--- config.mk ---
export PLATFORM = sky130hd
export DESIGN_NAME = command_line_tokenizer
export DESIGN_NICKNAME = d
export VERILOG_FILES = /design/src/rtl/cltok_pkg.sv /design/src/rtl/cltok_dp.sv /design/src/rtl/cltok_ctrl.sv /design/src/rtl/command_line_tokenizer.sv
export SDC_FILE = /design/constraint.sdc
export NUM_CORES = 1
export LEC_CHECK = 0
export ABC_CLOCK_PERIOD_IN_PS = 9600
export BUFFER_PORTS_ARGS = -buffer_cell sky130_fd_sc_hd__buf_2
export CORE_MARGIN = 3
export CORE_UTILIZATION = 40
export DETAILED_ROUTE_END_ITERATION = 8
export PLACE_DENSITY = 0.52
export SKIP_LAST_GASP = 1
export SLEW_MARGIN = 10
export SYNTH_ARGS = -nofsm -noshare
export SYNTH_HDL_FRONTEND = slang
export SYNTH_SLANG_ARGS = --single-unit
--- constraint.sdc ---
create_clock -name clk -period 9.6 [get_ports clk]
set_clock_uncertainty 0.2 [all_clocks]
set_input_delay 2.4 -clock clk [delete_from_list [all_inputs] [get_ports clk]]
set_output_delay 2.4 -clock clk [all_outputs]
set_load 0.005 [all_outputs]
--- src/rtl/cltok_pkg.sv ---
// ----------------------------------------------------------------------------
// cltok_pkg
// shared types, character codes and helpers for the command line tokeniser
// ----------------------------------------------------------------------------
package cltok_pkg;

    localparam logic [7:0] CH_BS    = 8'h08;
    localparam logic [7:0] CH_LF    = 8'h0A;
    localparam logic [7:0] CH_CR    = 8'h0D;
    localparam logic [7:0] CH_SEMI  = 8'h3B;
    localparam logic [7:0] CH_MINUS = 8'h2D;
    localparam logic [7:0] CH_COLON = 8'h3A;
    localparam logic [7:0] CH_SPACE = 8'h20;
    localparam logic [7:0] CH_NUL   = 8'h00;

    localparam logic FRAME_CMD = 1'b0;
    localparam logic FRAME_TOK = 1'b1;

    // controller to datapath
    typedef struct packed {
        logic start;        // first byte of an item
        logic store_byte;   // ordinary byte while reading
        logic backspace;
        logic scan_begin;   // terminator on a non-empty item
        logic kind;         // frame kind latched at scan_begin
        logic scan_step;
        logic scan_end;
        logic a_done;       // first segment finished
        logic load_a;
        logic load_b;
        logic load_empty;
    } dp_cmd_t;

    // datapath to controller
    typedef struct packed {
        logic letter;
        logic digit;
        logic minus;
        logic bs;
        logic term;
        logic fill_zero;
        logic ptr_at_fill;
        logic q_zero;
        logic ptr_at_a_end;
        logic ptr_at_b_end;
        logic none_emitted;
        logic slot_free;
    } dp_stat_t;

    function automatic logic is_letter(input logic [7:0] c);
        return ((c >= 8'h41) && (c <= 8'h5A)) || ((c >= 8'h61) && (c <= 8'h7A));
    endfunction

    function automatic logic is_digit(input logic [7:0] c);
        return (c >= 8'h30) && (c <= 8'h39);
    endfunction

endpackage

--- src/rtl/cltok_dp.sv ---
// ----------------------------------------------------------------------------
// cltok_dp
// line and command stores, scan pointer, frame bounds and result register
// ----------------------------------------------------------------------------
module cltok_dp import cltok_pkg::*; #(
    parameter int LINE_BYTES = 32,
    parameter int CMD_BYTES  = 16
) (
    input  logic       clk,
    input  logic       rst_n,
    input  logic [7:0] in_byte,
    input  logic       res_stall,
    input  dp_cmd_t    cmd,
    output dp_stat_t   stat,
    output logic       res_valid,
    output logic [7:0] out_char,
    output logic       char_valid,
    output logic       in_text_part,
    output logic       frame_kind,
    output logic [7:0] token_index,
    output logic       last_of_frame
);

    localparam int AW = $clog2(LINE_BYTES);
    localparam int CW = $clog2(CMD_BYTES);
    localparam int PW = (AW > CW) ? AW : CW;
    localparam logic [PW-1:0] FILL_MAX = PW'(LINE_BYTES - 1);
    localparam logic [PW-1:0] CMD_MAX  = PW'(CMD_BYTES - 1);

    logic [7:0]    line_mem [LINE_BYTES];
    logic [7:0]    cmd_mem  [CMD_BYTES];
    logic [7:0]    q_line_reg;
    logic [7:0]    q_cmd_reg;

    logic [PW-1:0] fill_reg, fill_next;
    logic [PW-1:0] ptr_reg, ptr_next;
    logic [PW-1:0] len_reg, len_next;
    logic [PW-1:0] sep_reg, sep_next;
    logic [PW-1:0] txt_reg, txt_next;
    logic          found_reg, found_next;
    logic          kind_reg, kind_next;
    logic [7:0]    count_reg, count_next;
    logic [CW-1:0] slen_reg, slen_next;
    logic          res_valid_reg, res_valid_next;

    logic [7:0]    char_reg;
    logic          cv_reg;
    logic          part_reg;
    logic          fk_reg;
    logic [7:0]    idx_reg;
    logic          last_reg;

    logic [PW-1:0] ptr_inc;
    logic [PW-1:0] a_end;
    logic [PW-1:0] b_start;
    logic          b_empty;
    logic          slot_free;
    logic          do_load;
    logic [AW-1:0] wr_addr;
    logic          line_wr;

    assign ptr_inc   = ptr_reg + 1'b1;
    assign a_end     = kind_reg ? PW'(slen_reg) : sep_reg;
    assign b_start   = kind_reg ? '0 : txt_reg;
    assign b_empty   = (b_start == len_reg);
    assign slot_free = !res_valid_reg || !res_stall;
    assign do_load   = cmd.load_a || cmd.load_b || cmd.load_empty;
    assign wr_addr   = cmd.start ? '0 : fill_reg[AW-1:0];
    assign line_wr   = cmd.start || (cmd.store_byte && (fill_reg < FILL_MAX));

    always_comb
    begin
        stat.letter       = is_letter(in_byte);
        stat.digit        = is_digit(in_byte);
        stat.minus        = (in_byte == CH_MINUS);
        stat.bs           = (in_byte == CH_BS);
        stat.term         = (in_byte == CH_LF) || (in_byte == CH_CR) || (in_byte == CH_SEMI);
        stat.fill_zero    = (fill_reg == '0);
        stat.ptr_at_fill  = (ptr_reg == fill_reg);
        stat.q_zero       = (q_line_reg == CH_NUL);
        stat.ptr_at_a_end = (ptr_reg == a_end);
        stat.ptr_at_b_end = (ptr_reg == len_reg);
        stat.none_emitted = (a_end == '0) && b_empty;
        stat.slot_free    = slot_free;
    end

    // stores, registered read every cycle at the pointer
    always_ff @(posedge clk)
    begin
        if (line_wr)
        begin
            line_mem[wr_addr] <= in_byte;
        end
        if (cmd.load_a && (kind_reg == FRAME_CMD) && (ptr_reg < CMD_MAX))
        begin
            cmd_mem[ptr_reg[CW-1:0]] <= q_line_reg;
        end
        q_line_reg <= line_mem[ptr_reg[AW-1:0]];
        q_cmd_reg  <= cmd_mem[ptr_reg[CW-1:0]];
    end

    always_comb
    begin
        fill_next      = fill_reg;
        ptr_next       = ptr_reg;
        len_next       = len_reg;
        sep_next       = sep_reg;
        txt_next       = txt_reg;
        found_next     = found_reg;
        kind_next      = kind_reg;
        count_next     = count_reg;
        slen_next      = slen_reg;
        res_valid_next = res_valid_reg;

        if (cmd.start)
        begin
            fill_next = PW'(1);
        end
        else if (line_wr)
        begin
            fill_next = fill_reg + 1'b1;
        end
        else if (cmd.backspace && (fill_reg != '0))
        begin
            fill_next = fill_reg - 1'b1;
        end

        if (cmd.scan_begin)
        begin
            ptr_next   = '0;
            found_next = 1'b0;
            kind_next  = cmd.kind;
            if (cmd.kind == FRAME_CMD)
            begin
                count_next = '0;
            end
            else if (count_reg != 8'hFF)
            begin
                count_next = count_reg + 1'b1;
            end
        end
        else if (cmd.scan_step)
        begin
            ptr_next = ptr_inc;
            if (!found_reg && ((q_line_reg == CH_SPACE) || (q_line_reg == CH_COLON)))
            begin
                sep_next   = ptr_reg;
                txt_next   = ptr_inc;
                found_next = 1'b1;
            end
            else if (found_reg && (q_line_reg == CH_SPACE) && (txt_reg == ptr_reg))
            begin
                txt_next = ptr_inc;
            end
        end
        else if (cmd.scan_end)
        begin
            ptr_next = '0;
            len_next = ptr_reg;
            if (!found_reg)
            begin
                sep_next = ptr_reg;
                txt_next = ptr_reg;
            end
        end
        else if (cmd.a_done)
        begin
            ptr_next = b_start;
            if (kind_reg == FRAME_CMD)
            begin
                slen_next = (sep_reg < CMD_MAX) ? sep_reg[CW-1:0] : CMD_MAX[CW-1:0];
            end
        end
        else if (cmd.load_a || cmd.load_b)
        begin
            ptr_next = ptr_inc;
        end

        if (do_load)
        begin
            res_valid_next = 1'b1;
        end
        else if (!res_stall)
        begin
            res_valid_next = 1'b0;
        end
    end

    always_ff @(posedge clk or negedge rst_n)
    begin
        if (!rst_n)
        begin
            fill_reg      <= '0;
            ptr_reg       <= '0;
            len_reg       <= '0;
            sep_reg       <= '0;
            txt_reg       <= '0;
            found_reg     <= 1'b0;
            kind_reg      <= FRAME_CMD;
            count_reg     <= '0;
            slen_reg      <= '0;
            res_valid_reg <= 1'b0;
        end
        else
        begin
            fill_reg      <= fill_next;
            ptr_reg       <= ptr_next;
            len_reg       <= len_next;
            sep_reg       <= sep_next;
            txt_reg       <= txt_next;
            found_reg     <= found_next;
            kind_reg      <= kind_next;
            count_reg     <= count_next;
            slen_reg      <= slen_next;
            res_valid_reg <= res_valid_next;
        end
    end

    // result payload
    always_ff @(posedge clk)
    begin
        if (do_load)
        begin
            fk_reg  <= kind_reg;
            idx_reg <= count_reg;
            if (cmd.load_a)
            begin
                char_reg <= kind_reg ? q_cmd_reg : q_line_reg;
                cv_reg   <= 1'b1;
                part_reg <= 1'b0;
                last_reg <= (ptr_inc == a_end) && b_empty;
            end
            else if (cmd.load_b)
            begin
                char_reg <= q_line_reg;
                cv_reg   <= 1'b1;
                part_reg <= 1'b1;
                last_reg <= (ptr_inc == len_reg);
            end
            else
            begin
                char_reg <= CH_NUL;
                cv_reg   <= 1'b0;
                part_reg <= 1'b0;
                last_reg <= 1'b1;
            end
        end
    end

    assign res_valid     = res_valid_reg;
    assign out_char      = char_reg;
    assign char_valid    = cv_reg;
    assign in_text_part  = part_reg;
    assign frame_kind    = fk_reg;
    assign token_index   = idx_reg;
    assign last_of_frame = last_reg;

    a_fill_bound: assert property (@(posedge clk) disable iff (!rst_n)
        fill_reg <= FILL_MAX)
        else $error("fill level beyond store size");

    a_slen_bound: assert property (@(posedge clk) disable iff (!rst_n)
        slen_reg <= CMD_MAX)
        else $error("saved command length beyond limit");

    a_load_free: assert property (@(posedge clk) disable iff (!rst_n)
        do_load |-> slot_free)
        else $error("result loaded over a held result");

    a_one_load: assert property (@(posedge clk) disable iff (!rst_n)
        $countones({cmd.load_a, cmd.load_b, cmd.load_empty, cmd.start, cmd.scan_begin}) <= 1)
        else $error("conflicting datapath commands");

endmodule

--- src/rtl/cltok_ctrl.sv ---
// ----------------------------------------------------------------------------
// cltok_ctrl
// sequencer: byte intake, store scan and result emission
// ----------------------------------------------------------------------------
module cltok_ctrl import cltok_pkg::*; (
    input  logic     clk,
    input  logic     rst_n,
    input  logic     byte_valid,
    output logic     byte_stall,
    input  dp_stat_t stat,
    output dp_cmd_t  cmd
);

    typedef enum logic [3:0] {
        S_IDLE,
        S_READ_CMD,
        S_READ_TOK,
        S_SCAN_RD,
        S_SCAN_EV,
        S_A_CHK,
        S_A_RD,
        S_A_EM,
        S_B_CHK,
        S_B_RD,
        S_B_EM,
        S_EMPTY
    } state_t;

    state_t state_reg, state_next;
    logic   accept;

    assign byte_stall = !((state_reg == S_IDLE) || (state_reg == S_READ_CMD) ||
                          (state_reg == S_READ_TOK));
    assign accept     = byte_valid && !byte_stall;

    always_comb
    begin
        cmd        = '0;
        state_next = state_reg;
        unique case (state_reg)
            S_IDLE:
            begin
                if (accept && (stat.letter || stat.digit || stat.minus))
                begin
                    cmd.start  = 1'b1;
                    state_next = stat.letter ? S_READ_CMD : S_READ_TOK;
                end
            end
            S_READ_CMD, S_READ_TOK:
            begin
                if (accept)
                begin
                    priority if (stat.bs)
                    begin
                        cmd.backspace = 1'b1;
                    end
                    else if (stat.term)
                    begin
                        if (stat.fill_zero)
                        begin
                            state_next = S_IDLE;
                        end
                        else
                        begin
                            cmd.scan_begin = 1'b1;
                            cmd.kind       = (state_reg == S_READ_TOK) ? FRAME_TOK : FRAME_CMD;
                            state_next     = S_SCAN_RD;
                        end
                    end
                    else
                    begin
                        cmd.store_byte = 1'b1;
                    end
                end
            end
            S_SCAN_RD:
            begin
                if (stat.ptr_at_fill)
                begin
                    cmd.scan_end = 1'b1;
                    state_next   = S_A_CHK;
                end
                else
                begin
                    state_next = S_SCAN_EV;
                end
            end
            S_SCAN_EV:
            begin
                if (stat.q_zero)
                begin
                    cmd.scan_end = 1'b1;
                    state_next   = S_A_CHK;
                end
                else
                begin
                    cmd.scan_step = 1'b1;
                    state_next    = S_SCAN_RD;
                end
            end
            S_A_CHK:
            begin
                if (stat.ptr_at_a_end)
                begin
                    cmd.a_done = 1'b1;
                    state_next = S_B_CHK;
                end
                else
                begin
                    state_next = S_A_RD;
                end
            end
            S_A_RD:
            begin
                state_next = S_A_EM;
            end
            S_A_EM:
            begin
                if (stat.slot_free)
                begin
                    cmd.load_a = 1'b1;
                    state_next = S_A_CHK;
                end
            end
            S_B_CHK:
            begin
                if (stat.ptr_at_b_end)
                begin
                    state_next = stat.none_emitted ? S_EMPTY : S_IDLE;
                end
                else
                begin
                    state_next = S_B_RD;
                end
            end
            S_B_RD:
            begin
                state_next = S_B_EM;
            end
            S_B_EM:
            begin
                if (stat.slot_free)
                begin
                    cmd.load_b = 1'b1;
                    state_next = S_B_CHK;
                end
            end
            S_EMPTY:
            begin
                if (stat.slot_free)
                begin
                    cmd.load_empty = 1'b1;
                    state_next     = S_IDLE;
                end
            end
            default:
            begin
                state_next = S_IDLE;
            end
        endcase
    end

    always_ff @(posedge clk or negedge rst_n)
    begin
        if (!rst_n)
        begin
            state_reg <= S_IDLE;
        end
        else
        begin
            state_reg <= state_next;
        end
    end

    a_empty_only: assert property (@(posedge clk) disable iff (!rst_n)
        (state_reg == S_EMPTY) |-> stat.none_emitted)
        else $error("empty result with bytes to emit");

    a_scan_after_term: assert property (@(posedge clk) disable iff (!rst_n)
        cmd.scan_begin |=> (state_reg == S_SCAN_RD) && byte_stall)
        else $error("scan did not start after terminator");

endmodule

--- src/rtl/command_line_tokenizer.sv ---
// ----------------------------------------------------------------------------
// command_line_tokenizer
// byte-serial splitter of command lines and numeric tokens into result beats
// ----------------------------------------------------------------------------
//  channel   dir  handshake                  payload
//  input     in   byte_valid / byte_stall    in_byte
//  result    out  res_valid / res_stall      out_char, char_valid, in_text_part,
//                                            frame_kind, token_index, last_of_frame
//
//  an ordinary byte is taken back to back
//  a terminator on a non-empty item starts a scan of the line store, each stored
//  byte read, then evaluated, up to the first zero byte or the fill level; then
//  each result beat is checked against its segment end, read and loaded; each
//  store has a single read port; input stays stalled from the terminator until
//  the sequencer is back in idle, after the last beat of the frame is loaded
//  rst_n clears asynchronously; stores hold no reset and need no clearing pass
//  a stalled result beat holds, other work waits on res_stall only when loading
// ----------------------------------------------------------------------------
module command_line_tokenizer import cltok_pkg::*; #(
    parameter int LINE_BYTES = 32,
    parameter int CMD_BYTES  = 16
) (
    input  logic       clk,
    input  logic       rst_n,
    input  logic       byte_valid,
    output logic       byte_stall,
    input  logic [7:0] in_byte,
    output logic       res_valid,
    input  logic       res_stall,
    output logic [7:0] out_char,
    output logic       char_valid,
    output logic       in_text_part,
    output logic       frame_kind,
    output logic [7:0] token_index,
    output logic       last_of_frame
);

    // command and status between sequencer and datapath
    dp_cmd_t  cmd;
    dp_stat_t stat;

    // sequencer: intake modes, scan loop and emission of both segments
    cltok_ctrl u_ctrl (
        .clk        (clk),
        .rst_n      (rst_n),
        .byte_valid (byte_valid),
        .byte_stall (byte_stall),
        .stat       (stat),
        .cmd        (cmd)
    );

    // datapath: stores, pointer, frame bounds, token count and result register
    cltok_dp #(
        .LINE_BYTES (LINE_BYTES),
        .CMD_BYTES  (CMD_BYTES)
    ) u_dp (
        .clk           (clk),
        .rst_n         (rst_n),
        .in_byte       (in_byte),
        .res_stall     (res_stall),
        .cmd           (cmd),
        .stat          (stat),
        .res_valid     (res_valid),
        .out_char      (out_char),
        .char_valid    (char_valid),
        .in_text_part  (in_text_part),
        .frame_kind    (frame_kind),
        .token_index   (token_index),
        .last_of_frame (last_of_frame)
    );

endmodule

==> impl_results.md <==
* Post-synth EDFFs at 404
* DPL Wire Length at 25700 um
* CP Capture Type: flip-flop
* Number of global-route vias before repair at 10100
* Clock Pin Slew Worst Setup and Hold Paths at 0.06 ns
* Wire per inst at 23.8 um
* GRT Util Overall at 17.0%
* Fin. max-slew vios at 0
* CP required at 9.87 ns
* H-tree depth at 2
* Synth async-reset ratio at 9.48%
* Root Driver: clkbuf_16
* Ant diodes at 0
* ANT nets after route at 0
* CTS Buf Count at 50
* Max Cap Violations at 0
* Pre-antenna DRT Iters at 4
* Dominant cell type by area after synthesis: edfxtp_1
* Slew headroom at 26.4%
* Largest net degree at the start of global routing at 108
* Kind of critical path: in2reg
* Leak Pwr at 7.12 nW
* Top cell family by delay on the critical path: simple AND/OR/NAND/NOR gates
* Routed Wire Length at 41900 um
* Distinct cells, synth at 79
* Post-layout min period at 5.39 ns
* Post-CTS setup buffer count at 0
* Final Core Density at 46.4%
* Vias at 9716
* Num ports at 34
* Peak Freq at 186 MHz
* First-pass GRT wire length at 65000 um
* Worst IR drop on VDD at 0.000212 V
* PD cells at 291 mW/mm^2
* Port Buffers at 33
* CTS tree: built
* Syn_area_per_cell at 18.2 um^2
* RSZ-0062 raised after global routing: no
* Initial Utilization at 41.0%
* Sink Count at 464
* DRC violation count after routing at 0
* Clock Latency Late Sink at 0.58 ns
* Setup TNS at 0 ns
* CTS max path bufs at 3
* DIE AREA at 0.0509 mm^2
* Die outline height at 226 um
* Largest cells by area after synthesis: edfxtp_1, mux4_2, dfrtp_1, xnor2_1, dfxtp_1
* DIE WIDTH at 226 um
* Yosys warnings at 0
* Core Area at 0.0471 mm^2
* Largest register by flop count: u_dp.line_mem
* Cts-stage hold buffer count at 0
* Fin crit share at 56.1%
* Total power at 6.35 mW
* Top cell type's share of synthesized area at 62.9%
* Layout area overhead at 13.2%
* Gpl congestion at 0.773
* Number of flip-flops in the largest register at 256
* Synth Register Bits at 464
* Total grt overflow at 0
* CP cell instances: buf_2 > or3b_2 > o211a_1 > o22ai_1 > and4_1 > nor2_1 > fa_1 > a21o_1 > a21oi_1 > mux2i_1 > xnor2_1 > nor2_1
* Worst Tran Pin Value at 1.09 ns
* Initial DRC Count at 676
* Std-Cell Rows at 79
* Post_cts resized at 0
* Cells after synthesis at 1057
* Startpoint Class: primary input
* Top cell by count, worst path: nor2_1
* Seq/Total Area, Yosys at 70.3%
* Post-Syn Area at 0.0193 mm^2
* Layout Nets at 1131
* DR vias/cell at 5.53
* Slowest stage cell, crit path: buf_2
* Antenna violations before repair at 0
* Worst Hold Class: reg2reg
* Fin. Hold Viols at 0
* Run status: completed
* Max FO, Critical Path at 40
* CP Data Arrival Time at 5.65 ns
* Main synth FF type: edfxtp_1
* Delay of the slowest critical-path stage at 0.54 ns
* # setup viols final at 0
* Layout cells sized above 1 at 25.8%
* Crit path buf inv count at 1
* Fillers at 4020
==> path summary, 6_finish.rpt <==
| kind | startpoint | to | slack [ns] | cells past startpoint |
|---|---|---|---|---|
| setup / recovery | in_byte[4] | u_dp.fill_reg[4] | 4.21 | 12 |
| setup reg to reg | u_dp.ptr_reg[1] | u_dp.cmd_mem[3][6] | 5.64 | 5 |
| hold / removal | u_dp.q_cmd_reg[7] | u_dp.out_char[7] | 0.32 | 1 |
| hold reg to reg | u_dp.q_cmd_reg[7] | u_dp.out_char[7] | 0.32 | 1 |
| max in group asynchronous | rst_n | u_dp.ptr_reg[0] | 7.02 | 2 |
| min in group asynchronous | rst_n | u_dp.count_reg[0] | 1.72 | 2 |
==> cell usage after synthesis, drive strengths merged (5+ instances only) <==
cell type  count
clkbuf        24
nand2b        10
mux2          21
nand3         18
nor2b          7
nor4           7
mux2i          9
inv           12
buf           35
nand4          9
nand2         40
nor2          71
dfxtp         16
edfxtp       404
nor3          31
xor2           8
o31ai          5
mux4         120
ha             9
o21ai         14
a22o          11
a21oi          9
dfrtp         44
or2            7
xnor2         42
==> routing by layer <==
| metal | track usage [%] | share of wire [%] |
|---|---|---|
| met2 | 26.6 | 47 |
| met3 | 3.01 | 4.4 |
| met5 | 0 | 0 |
| met4 | 5.23 | 2.6 |
| met1 | 24.5 | 46 |
==> logic make-up (layout without fill, tap and decap cells) <==
group | count (synthesis) | after routing | share of synthesized area (%)
xor gates and xnor gates | 50 | 50 | 2.27
other | 1 | 8 | 0.0194
and+or+nand+nor | 227 | 227 | 6.08
DFF | 464 | 464 | 70.3
buffers and inverters | 71 | 158 | 1.65
AOI/OAI and AO/OA | 84 | 84 | 3.30
muxes | 150 | 150 | 15.7
adders and majority gates | 10 | 10 | 0.688
==> power breakdown <==
group | internal (mW) | switching, mW | leakage (nW) | total (mW)
Clock | 1.18 | 0.783 | 0.809 | 1.96
Sequential | 2.42 | 0.250 | 4.35 | 2.67
Combinational | 0.822 | 0.901 | 1.96 | 1.72
==> worst reg2reg max path: stages (launching register included) <==
cell	delay, ns
dfrtp_4	0.79
buf_4	0.65
buf_4	0.56
ha_1	0.42
nand2_1	0.20
nor3_2	0.75
==> cells in the final DEF (no fill, tap or decap), types with 21 or more instances in the layout <==
cell | Yosys | routed
clkbuf_16 | 0 | 50
edfxtp_1 | 404 | 404
mux4_2 | 120 | 120
nor2_1 | 71 | 70
nor3_1 | 28 | 23
xnor2_1 | 42 | 42
dfrtp_1 | 44 | 40
buf_2 | 24 | 33
nand2_1 | 40 | 40
mux2_2 | 21 | 21
==> through the flow <==
stage	setup WS [ns]	instance area, um^2	std cells	hold WS, ns
after CTS	4.23	21800	1758	0.323
final	4.21	21800	1758	0.319
after detailed placement	3.60	20100	1664	0.304
after floorplan	4.41	19300	1064	0.220
after global placement	3.67	20100	1664	0.302
after global routing	3.92	21800	1758	0.339
==> layout make-up <==
type | count | area [um^2] | share of cell area, %
Clock inverter | 31 | 367 | 1.68
Tap cell | 607 | 759 | 3.48
Inverter | 12 | 45.0 | 0.206
Sequential cell | 464 | 13600 | 62.1
Timing Repair Buffer | 52 | 320 | 1.47
Multi-Input combinational cell | 529 | 5470 | 25.1
Clock buffer | 63 | 1300 | 5.96
No activity file was read; power rests on OpenSTA's default activity.
